[src/sfp_pkg.sv]
`default_nettype none
// ----------------------------------------------------------------------------
// sfp_pkg
// Shared types and constants for the start-of-frame parser with xor check.
// ----------------------------------------------------------------------------
package sfp_pkg;

  // width of the saturating millisecond tick counter (8 to 32)
  localparam int TICK_BITS = 16;
  localparam int TIMEOUT_BITS = 16;
  localparam int CMP_BITS = (TICK_BITS > TIMEOUT_BITS) ? TICK_BITS : TIMEOUT_BITS;

  localparam logic [TICK_BITS-1:0] TICK_MAX = {TICK_BITS{1'b1}};

  localparam logic [7:0] START_BYTE_RESET = 8'hFE;
  localparam logic [TIMEOUT_BITS-1:0] TIMEOUT_RESET = TIMEOUT_BITS'(5000);

  // register byte addresses (bit 2 selects the register)
  localparam logic REG_START_BYTE = 1'b0;
  localparam logic REG_TIMEOUT = 1'b1;

  // result kinds
  localparam logic [1:0] KIND_DATA = 2'd0;
  localparam logic [1:0] KIND_END = 2'd1;
  localparam logic [1:0] KIND_ABORT = 2'd2;

  typedef enum logic [5:0] {
    PH_IDLE  = 6'b000001,
    PH_LEN   = 6'b000010,
    PH_CMDH  = 6'b000100,
    PH_CMDL  = 6'b001000,
    PH_DATA  = 6'b010000,
    PH_CHECK = 6'b100000
  } phase_t;

  typedef struct packed {
    logic       mode;
    logic [7:0] rx_byte;
  } in_item_t;

  typedef struct packed {
    logic [1:0] kind;
    logic [7:0] data_byte;
    logic [7:0] byte_index;
    logic [7:0] frame_length;
    logic [7:0] command_high;
    logic [7:0] command_low;
    logic       check_ok;
  } out_item_t;

  typedef struct packed {
    phase_t               phase;
    logic [7:0]           length;
    logic [7:0]           cmd_high;
    logic [7:0]           cmd_low;
    logic [7:0]           xor_acc;
    logic [7:0]           count;
    logic [TICK_BITS-1:0] ticks;
  } parse_state_t;

  typedef struct packed {
    logic [7:0]              start_byte;
    logic [TIMEOUT_BITS-1:0] timeout_ticks;
  } cfg_regs_t;

endpackage : sfp_pkg
`default_nettype wire

[src/sof_frame_parser_xor_fcs.sv]
`default_nettype none
// ----------------------------------------------------------------------------
// sof_frame_parser_xor_fcs
// Start-of-frame / length / command frame parser with xor frame check.
// ----------------------------------------------------------------------------
// Each input word is a received byte or a millisecond tick. When a word is
// accepted the parser state is updated at the accepting edge and any result
// (payload byte, frame end, timeout abort) lands in a single output register.
// A word can be taken every cycle; in_ready only drops while a result sits in
// the output register and out_ready is low. Results appear in the cycle after
// the word that causes them. start_byte is at address 0, timeout_ticks at 4.
module sof_frame_parser_xor_fcs (
  input  wire                clk,
  input  wire                rst_n,
  input  wire                in_valid,
  output logic               in_ready,
  input  wire sfp_pkg::in_item_t in_data,
  output logic               out_valid,
  input  wire                out_ready,
  output sfp_pkg::out_item_t out_data,
  input  wire                cfg_psel,
  input  wire                cfg_penable,
  input  wire                cfg_pwrite,
  input  wire  [2:0]         cfg_paddr,
  input  wire  [31:0]        cfg_pwdata,
  output logic [31:0]        cfg_prdata,
  output logic               cfg_pready
);

  sfp_pkg::cfg_regs_t    cfg_r;
  sfp_pkg::parse_state_t state_r;
  sfp_pkg::parse_state_t state_nxt;
  sfp_pkg::out_item_t    res;
  sfp_pkg::out_item_t    out_data_r;
  logic                  res_valid;
  logic                  out_valid_r;
  logic                  in_fire;
  logic                  cfg_wr;

  assign cfg_pready = 1'b1;
  assign cfg_wr     = cfg_psel && cfg_penable && cfg_pwrite;

  always_ff @(posedge clk) begin
    if (!rst_n) begin
      cfg_r.start_byte    <= sfp_pkg::START_BYTE_RESET;
      cfg_r.timeout_ticks <= sfp_pkg::TIMEOUT_RESET;
    end else if (cfg_wr) begin
      unique case (cfg_paddr[2])
        sfp_pkg::REG_START_BYTE: cfg_r.start_byte <= cfg_pwdata[7:0];
        sfp_pkg::REG_TIMEOUT:
          cfg_r.timeout_ticks <= cfg_pwdata[sfp_pkg::TIMEOUT_BITS-1:0];
        default: ;
      endcase
    end
  end

  always_comb begin
    unique case (cfg_paddr[2])
      sfp_pkg::REG_START_BYTE: cfg_prdata = {24'd0, cfg_r.start_byte};
      sfp_pkg::REG_TIMEOUT:
        cfg_prdata = {{(32-sfp_pkg::TIMEOUT_BITS){1'b0}}, cfg_r.timeout_ticks};
      default: cfg_prdata = 32'd0;
    endcase
  end

  sfp_step u_step (
    .cur       (state_r),
    .cfg       (cfg_r),
    .item      (in_data),
    .nxt       (state_nxt),
    .res_valid (res_valid),
    .res       (res)
  );

  assign in_ready = !out_valid_r || out_ready;
  assign in_fire  = in_valid && in_ready;

  always_ff @(posedge clk) begin
    if (!rst_n) begin
      state_r.phase    <= sfp_pkg::PH_IDLE;
      state_r.length   <= 8'd0;
      state_r.cmd_high <= 8'd0;
      state_r.cmd_low  <= 8'd0;
      state_r.xor_acc  <= 8'd0;
      state_r.count    <= 8'd0;
      state_r.ticks    <= '0;
    end else if (in_fire) begin
      state_r <= state_nxt;
    end
  end

  always_ff @(posedge clk) begin
    if (!rst_n) begin
      out_valid_r <= 1'b0;
    end else if (in_fire) begin
      out_valid_r <= res_valid;
    end else if (out_ready) begin
      out_valid_r <= 1'b0;
    end
  end

  always_ff @(posedge clk) begin
    if (in_fire && res_valid) begin
      out_data_r <= res;
    end
  end

  assign out_valid = out_valid_r;
  assign out_data  = out_data_r;

endmodule : sof_frame_parser_xor_fcs
`default_nettype wire

[src/sfp_step.sv]
`default_nettype none
// ----------------------------------------------------------------------------
// sfp_step
// Next-state and result logic for one received byte or tick.
// ----------------------------------------------------------------------------
module sfp_step (
  input  wire sfp_pkg::parse_state_t cur,
  input  wire sfp_pkg::cfg_regs_t    cfg,
  input  wire sfp_pkg::in_item_t     item,
  output sfp_pkg::parse_state_t      nxt,
  output logic                       res_valid,
  output sfp_pkg::out_item_t         res
);

  logic [sfp_pkg::TICK_BITS-1:0] ticks_inc;
  logic [sfp_pkg::CMP_BITS-1:0]  timeout_ext;
  logic [sfp_pkg::CMP_BITS-1:0]  max_ext;
  logic [sfp_pkg::CMP_BITS-1:0]  limit;
  logic                          timed_out;
  logic [7:0]                    count_inc;

  assign ticks_inc   = (cur.ticks == sfp_pkg::TICK_MAX) ? cur.ticks
                                                        : cur.ticks + 1'b1;
  assign timeout_ext = sfp_pkg::CMP_BITS'(cfg.timeout_ticks);
  assign max_ext     = sfp_pkg::CMP_BITS'(sfp_pkg::TICK_MAX);
  assign limit       = (timeout_ext > max_ext) ? max_ext : timeout_ext;
  assign timed_out   = sfp_pkg::CMP_BITS'(ticks_inc) >= limit;
  assign count_inc   = cur.count + 8'd1;

  always_comb begin
    nxt              = cur;
    res_valid        = 1'b0;
    res.kind         = sfp_pkg::KIND_DATA;
    res.data_byte    = 8'd0;
    res.byte_index   = 8'd0;
    res.frame_length = cur.length;
    res.command_high = cur.cmd_high;
    res.command_low  = cur.cmd_low;
    res.check_ok     = 1'b0;

    if (item.mode) begin
      // ticks only matter while a frame is pending
      if (cur.phase != sfp_pkg::PH_IDLE) begin
        nxt.ticks = ticks_inc;
        if (timed_out) begin
          nxt.phase = sfp_pkg::PH_IDLE;
          res_valid = 1'b1;
          res.kind  = sfp_pkg::KIND_ABORT;
        end
      end
    end else begin
      unique case (cur.phase)
        sfp_pkg::PH_IDLE: begin
          if (item.rx_byte == cfg.start_byte) begin
            nxt.phase    = sfp_pkg::PH_LEN;
            nxt.length   = 8'd0;
            nxt.cmd_high = 8'd0;
            nxt.cmd_low  = 8'd0;
            nxt.xor_acc  = 8'd0;
            nxt.count    = 8'd0;
            nxt.ticks    = '0;
          end
        end
        sfp_pkg::PH_LEN: begin
          nxt.length  = item.rx_byte;
          nxt.xor_acc = cur.xor_acc ^ item.rx_byte;
          nxt.phase   = sfp_pkg::PH_CMDH;
        end
        sfp_pkg::PH_CMDH: begin
          nxt.cmd_high = item.rx_byte;
          nxt.xor_acc  = cur.xor_acc ^ item.rx_byte;
          nxt.phase    = sfp_pkg::PH_CMDL;
        end
        sfp_pkg::PH_CMDL: begin
          nxt.cmd_low = item.rx_byte;
          nxt.xor_acc = cur.xor_acc ^ item.rx_byte;
          // zero length goes straight to the check byte
          nxt.phase   = (cur.length == 8'd0) ? sfp_pkg::PH_CHECK : sfp_pkg::PH_DATA;
        end
        sfp_pkg::PH_DATA: begin
          res_valid      = 1'b1;
          res.kind       = sfp_pkg::KIND_DATA;
          res.data_byte  = item.rx_byte;
          res.byte_index = cur.count;
          nxt.xor_acc    = cur.xor_acc ^ item.rx_byte;
          nxt.count      = count_inc;
          if (count_inc >= cur.length) begin
            nxt.phase = sfp_pkg::PH_CHECK;
          end
        end
        sfp_pkg::PH_CHECK: begin
          res_valid    = 1'b1;
          res.kind     = sfp_pkg::KIND_END;
          res.check_ok = (cur.xor_acc == item.rx_byte);
          nxt.phase    = sfp_pkg::PH_IDLE;
        end
        default: begin
          nxt.phase = sfp_pkg::PH_IDLE;
        end
      endcase
    end
  end

endmodule : sfp_step
`default_nettype wire

[config.mk]
export PLATFORM = sky130hd
export DESIGN_NAME = sof_frame_parser_xor_fcs
export DESIGN_NICKNAME = d
export VERILOG_FILES = /design/src/sfp_pkg.sv /design/src/sof_frame_parser_xor_fcs.sv /design/src/sfp_step.sv
export SDC_FILE = /design/constraint.sdc
export NUM_CORES = 1
export LEC_CHECK = 0
export CAP_MARGIN = 0
export CORE_MARGIN = 3
export CORE_UTILIZATION = 55
export CTS_BUF_LIST = sky130_fd_sc_hd__clkbuf_16
export DETAILED_ROUTE_END_ITERATION = 10
export DONT_BUFFER_PORTS = 1
export GPL_ROUTABILITY_DRIVEN = 0
export PLACE_DENSITY = 0.68
export SYNTH_ARGS = -nofsm -noshare
export SYNTH_HDL_FRONTEND = slang
export SYNTH_SLANG_ARGS = --single-unit
[constraint.sdc]
create_clock -name clk -period 6.4 [get_ports clk]
set_clock_uncertainty 0.2 [all_clocks]
set_input_delay 1.28 -clock clk [delete_from_list [all_inputs] [get_ports clk]]
set_output_delay 1.28 -clock clk [all_outputs]
set_load 0.01 [all_outputs]
==> results.md, run 1 <==
- Critical path's top delay family: simple AND/OR/NAND/NOR gates
- # diodes: 0
- Grt total ovfl: 0
- TNS Setup: 0 ns
- DP Wirelength: 10.40 mm
- CTS tree: yes
- Most common cell in the netlist: nand2_1
- Crit path buf inv count: 1
- Critical path cell sequence: ha_1 -> nand3_1 -> nor2_1 -> nand3_1 -> nand2b_1 -> nor2_1 -> xor2_1 -> ha_1 -> nand2_1 -> nor2_1 -> a41oi_1 -> o21ai_0 -> nand3_1 -> a21oi_4 -> buf_4
- Core area: 11,660 um^2
- CP arrival: 4.32 ns
- CTS max path bufs: 2
- FF-to-FF path depth: 15
- Max Clk Rate: 0.2239 GHz
- Synth Area in Compound Gates: between 10% and 20%
- Largest net degree at the start of global routing: 44
- Max cap viols: 0
- Via density: 5.854
- Sink Count: 130
- Via Count: between 4,000 and 5,000
- Critical Path RT: 6.26 ns
- FP Rows: 39
- Hold Crit Endpoint: out_data[14]
- Asr flop ratio synth: 0%
- Fin nets: 772
- Largest family of logic cells by synthesized area: simple AND/OR/NAND/NOR gates
- Root buffer cell: clkbuf_16
- Final ANT Viol Nets: 0
- Worst-path fanout max: 43
- PortBufs: 0
- Leakage: 2.870 nW
- Startpoint Class: flop
- Final Instance Count excl. Fillers: 851
- Register area share after synthesis: between 40% and 50%
- Effective utilization at floorplan: roughly 58%
- RSZ-0062 raised after global routing: false
- # DRC: 0
- Setup WS pre-CTS: 1.959 ns
- Ports: 129
- Final count of hold timing violations: 0
- Slowest stage delay, CP: about 0.46 ns
- Post-synthesis mux area share: 4.361%
- Setup CP Type: reg -> reg
- Min cycle time layout: around 4.5 ns
- Hold-fix buffers at CTS: 0
- H-tree levels: 4
- DRT iter0 DRCs: 324
- Overall Power: 1.746 mW
- Die Ht: 116.5 um
- Vias in the first global route: 4,752
- DR WL/cell: 17.50 um
- Hold depth: 0
- Worst-Skew Late Latency: 0.42 ns
- DIE WIDTH: 116.5 um
- Post-CTS setup buffers: 0
- Die area: 13,570 um^2
- Gr usage total: 23.06%
- Hold Crit Start: state_r[45]
- Rel. slew slack: 12.07%
- Synth top area share: around a quarter
- Drt pass-1 iters: 5
- Final worst-path cycle share: a little over two thirds
- Initial antenna violation count: 0
- Post-Syn Area: 6714 um^2
- Worst-margin pin slew: 1.314 ns
- Ys Warns: 0
- # placed instances: 819
- Layout area overhead: 5.647%
- Overall routed net length: 14.89 mm
- R2r setup slk: between 1.5 and 2 ns
- Slew Viols, Final: 0
- CTS clk-pin slew, worst paths: 0.06 ns
- Worst hold path class: reg -> reg
- # setup viols final: 0
- Cells after synthesis: 716
- Netlist cell types: 72
- First-pass GRT wire length: between 20 and 25 mm
- Maximum vdd drop: between 150 and 200 uV
- Layout cells sized above 1: under 10%
- Synth Area in XOR/XNOR: 4.957%
- R2r startpoint: state_r[0]
- Fin util: 60.82%
- Post-Synth Simple-Gate Area: 21.21%
- Post-synthesis adder-cell area fraction: ~4.8%
- #FFs+latches synth: 130
- Total CTS buffers: 17
- Status: complete, no violations
- Syn Area/Cell: between 9 and 10 um^2
- WP depth: 15
- Critical path's slowest cell: buf_4
- P per Cell Area: 246.2 nW/um^2
- Setup ws final: ~1.9 ns
- Largest area contributor in the netlist: dfxtp_1
- Post-CTS sizing: 0
- Crit path capture type: flop
- Post-synth EDFFs: 43
- Top post-synthesis cells by area: dfxtp_1 (26%), edfxtp_1 (19%), nand2_1 (6.4%), ha_1 (4.8%), nor2_1 (2.9%)
- FF-to-FF End: out_data[4]
- Commonest cells post-synth: nand2_1 (114), dfxtp_1 (87), nor2_1 (51)
- Main synth FF type: dfxtp_1
## registers in the layout, summed over array words and instances, names as in the netlist
register / flops
cfg_r: 24
out_data: 43
out_valid: 1
state_r: 62
## layer usage
| layer | track usage [%] | routed length, um | vias to the layer above |
|---|---|---|---|
| li1 | - | - | 2437 |
| met1 | 29.03 | 6423 | 2360 |
| met2 | 38.02 | 7265 | 165 |
| met3 | 6.736 | 1008 | 20 |
| met4 | 7.811 | 195 | 0 |
| met5 | 0 | 0 | - |
## layout by cell type (no fill, tap or decap), drive strengths merged, types with 3 or more instances in the layout
master | Yosys | final
o211ai | 7 | 7
nor2b | 4 | 4
a22o | 6 | 6
ha | 26 | 26
nor2 | 52 | 52
nand4 | 9 | 9
o21a | 4 | 4
o21ai | 27 | 27
clkbuf | 19 | 17
clkinvlp | 0 | 3
conb | 2 | 17
o22ai | 3 | 3
nor3 | 11 | 11
mux2i | 18 | 18
nand2 | 114 | 114
a31oi | 6 | 6
a21oi | 33 | 33
nand2b | 6 | 6
a221oi | 3 | 3
nor4 | 10 | 10
clkinv | 1 | 11
and2 | 20 | 20
or3 | 3 | 3
a32o | 5 | 5
a221o | 3 | 3
or2 | 5 | 5
dfxtp | 87 | 87
xor2 | 15 | 15
and3 | 15 | 15
edfxtp | 43 | 43
o31ai | 3 | 3
xnor2 | 17 | 17
mux2 | 10 | 10
a211o | 6 | 6
nand3 | 31 | 31
inv | 32 | 34
## how the worst max path moves through the flow
stage,from,to,slack [ns]
finish,state_r[0],out_data[4],1.93
global route,state_r[0],out_data[4],1.53
CTS,state_r[0],out_data[22],1.94
detailed placement,state_r[0],out_data[15],1.96
global placement,state_r[0],out_data[3],2.12
floorplan,state_r[0],out_data[0],1.13
## cells by family after synthesis
kind of cell             after synthesis
AO/OA/AOI/OAI                        119
XOR/XNOR                              32
adder cells (fa/ha/maj)               26
buffers and inverters                 90
flip-flops                           130
multiplexers                          28
other                                  2
AND/OR/NAND/NOR                      289
## layout make-up
type                            count  area, um^2
Fill cell                         985        4569
Multi-Input combinational cell    511        3237
Sequential cell                   130        3033
Clock buffer                       17       425.4
Tap cell                          143       178.9
Inverter                           33       123.9
Clock inverter                     15       80.08
Timing Repair Buffer                2       15.01
## through the flow
stage	area, um^2	hold slack (ns)
finish	7093	0.2306
global route	7093	0.2445
global placement	6588	0.2119
detailed placement	6588	0.2164
floorplan	6770	0.2081
CTS	7093	0.2295
## power by group
part	leakage (nW)	internal, mW	switching, mW
logic	1.42	0.0207	0.0362
registers	1.19	0.852	0.00461
clock network	0.253	0.481	0.352
total	2.87	1.35	0.393
(Power assumes the default switching activity.)
==> inputs of run 2 (changes only) <==
- clock period: 6.4 -> 4.7 ns (I/O delays scaled with it)
==> run 2 against run 1 <==
  * Utilization is 0.94 points higher
  * Routed wire length shrank 0.75%
  * Worst hold slack better by 0.0025 ns
  * Combinational power is 36% higher
  * Total power up 45%
  * Register-to-register slack lost 1.2 ns
  * Highest routed layer unchanged
  * Critical endpoint is now out_data[1]
  * Critical path type unchanged
  * Worst setup slack worse by 1.2 ns
  * Via count shrank 0.40%
  * Clock power increased by 56%
==> results.md, run 2 (synthesis gave the netlist of run 1 again) <==
- Final count of hold timing violations: 0
- TNS Setup: 0 ns
- Worst-margin pin slew: 1.270 ns
- Hold depth: 0
- Most common cell after layout, fill and taps aside: nand2_1
- # setup viols final: 0
- Fin util: about three fifths
- FF-to-FF End: out_data[1]
- CTS tree: yes
- PortBufs: 0
- FF-to-FF path depth: 16
- Area after DPL: roughly 6600 um^2
- Critical path's slowest cell: dfxtp_1
- Met2 GRT Util: approximately two fifths
- Fin nets: 774
- Setup CP Type: reg -> reg
- Sink Count: 130
- DIE WIDTH: ~120 um
- CTS clk-pin slew, worst paths: 0.06 ns
- Switching power: 0.5433 mW
- CTS max path bufs: 2
- Post-route cell area: 7203 um^2
- Root buffer cell: clkbuf_16
- Biggest register: state_r
- Slew Viols, Final: 0
- Initial antenna violation count: 0
- Final ANT Viol Nets: 0
- Ports: 129
- Hold Crit Start: state_r[34]
- Worst-Skew Late Latency: 0.42 ns
- Rel. slew slack: about 15%
- # diodes: 0
- Critical path origin: state_r[0]
- Via density: 5.817
- Max cap viols: 0
- Startpoint Class: flop
- Total CTS buffers: 17
- Largest net degree at the start of global routing: 44
- Overall routed net length: 14.78 mm
- Via Count: 4,962
- R2r setup slk: 0.72 ns
- Post-CTS setup buffers: 0
- Filler cells: 935
- Effective utilization at floorplan: 57.57%
- P per Cell Area: about 350 nW/um^2
- Status: complete, no violations
- Leakage: 2.927 nW
- First-pass GRT wire length: 24.08 mm
- Pint: 1.996 mW
- DR WL/cell: between 15 and 20 um
- Drt pass-1 iters: 5
- Max Clk Rate: 0.2514 GHz
- Worst hold path class: reg -> reg
- Grt total ovfl: 0
- Met1 Resource Use GR: 28.01%
- DP Wirelength: 10.39 mm
- Hold Crit Endpoint: out_data[3]
- Sequential power share: 45.9%
- Sw Share: 21.40%
- Critical Path RT: 4.61 ns
- Layout cells sized above 1: under 10%
- Post-CTS sizing: 0
- Met3 Track Usage GR: 6.684%
- H-tree levels: 4
- Crit path capture type: flop
- Number of flip-flops in the largest register: 62
- DRT iter0 DRCs: 359
- Worst-path fanout max: 43
- Slowest stage delay, CP: around 0.42 ns
- # placed instances: approximately 820
- Final Instance Count excl. Fillers: roughly 850
- Cell mode on critical path: nand3_1
- Setup WS pre-CTS: ~0.76 ns
- Setup ws final: 0.7223 ns
- R2r startpoint: state_r[0]
- Clock share of power: 51.0%
- Final worst-path cycle share: 84.63%
- Die Ht: between 100 and 150 um
- Critical path cell sequence: ha_1 -> nand3_1 -> nor2_1 -> buf_4 -> nand3_1 -> nand2b_1 -> nor2_1 -> xor2_1 -> ha_1 -> nand2_1 -> o21ai_0 -> a41oi_1 -> o21ai_0 -> nand3_1 -> a21oi_4 -> buf_12
- Layout area overhead: 7.287%
- Hold_ws: ~0.23 ns
- Comb pwr share: slightly above 3%
- Die area: 13,570 um^2
- GRT busiest layer: met2
- Core area: 11,660 um^2
- FP Rows: 39
- Gr usage total: 23.04%
- Vias in the first global route: approximately 4,800
- CP arrival: 3.89 ns
- Maximum vdd drop: 232.8 uV
- Min cycle time layout: 3.978 ns
- # DRC: 0
- Most frequent cells in the layout: nand2_1 (114), dfxtp_1 (87), nor2_1 (51)
- Overall Power: 2.539 mW
- Hold-fix buffers at CTS: 0
- RSZ-0062 raised after global routing: false
[run 2: cell count changes in the layout (fill, tap and decap cells not counted)]
cell        change
clkbuf_16       +1
inv_4           +1
inv_6           +1
bufinv_16       +2
buf_4           +1
inv_1           -1
clkinvlp_4      -2
clkinv_2        -1
clkinv_1        -3
buf_12          +1
clkinv_4        +2
[run 2: worst max path at each step]
stage              endpoint  slack (ns)  depth (start not counted)
2_1_floorplan   out_data[0]        0.26                         15
3_3_place_gp    out_data[6]        0.84                         14
3_5_place_dp   out_data[14]        0.76                         16
4_1_cts        out_data[21]        0.74                         16
5_1_grt         out_data[9]        0.37                         16
6_report        out_data[1]        0.72                         16
[run 2: routing by layer]
metal	up-vias	wire, um
li1	2436	-
met2	176	7160
met5	-	0
met1	2327	6348
met4	0	298
met3	23	974
[run 2: final cells by class]
cell class	count	area (um^2)	area share [%]
sequential	130	3033	42.11
multi-input combinational	511	3237	44.94
clock inverter	14	137.6	1.911
inverter	33	123.9	1.720
tap	143	178.9	2.484
clock buffer	18	450.4	6.253
timing repair buffer	4	42.54	0.5906
[run 2: critical path: cells and delay by family, from the launching register on]
kind                     cells  cell delay, ns
AO/OA/AOI/OAI                4            0.68
flip-flops                   1            0.42
buffers and inverters        2            0.41
adder cells (fa/ha/maj)      2            0.51
XOR/XNOR                     1            0.16
AND/OR/NAND/NOR              7            1.25
[run 2: power groups by stage]
stage               Combinational [mW]  Sequential [mW]  Clock (mW)
floorplan                       0.0973             1.19           0
global placement                0.0751             1.19           0
detailed placement              0.0771             1.19           0
CTS                             0.0777             1.17        1.32
global route                    0.0865             1.17        1.38
finish                          0.0777             1.17        1.30
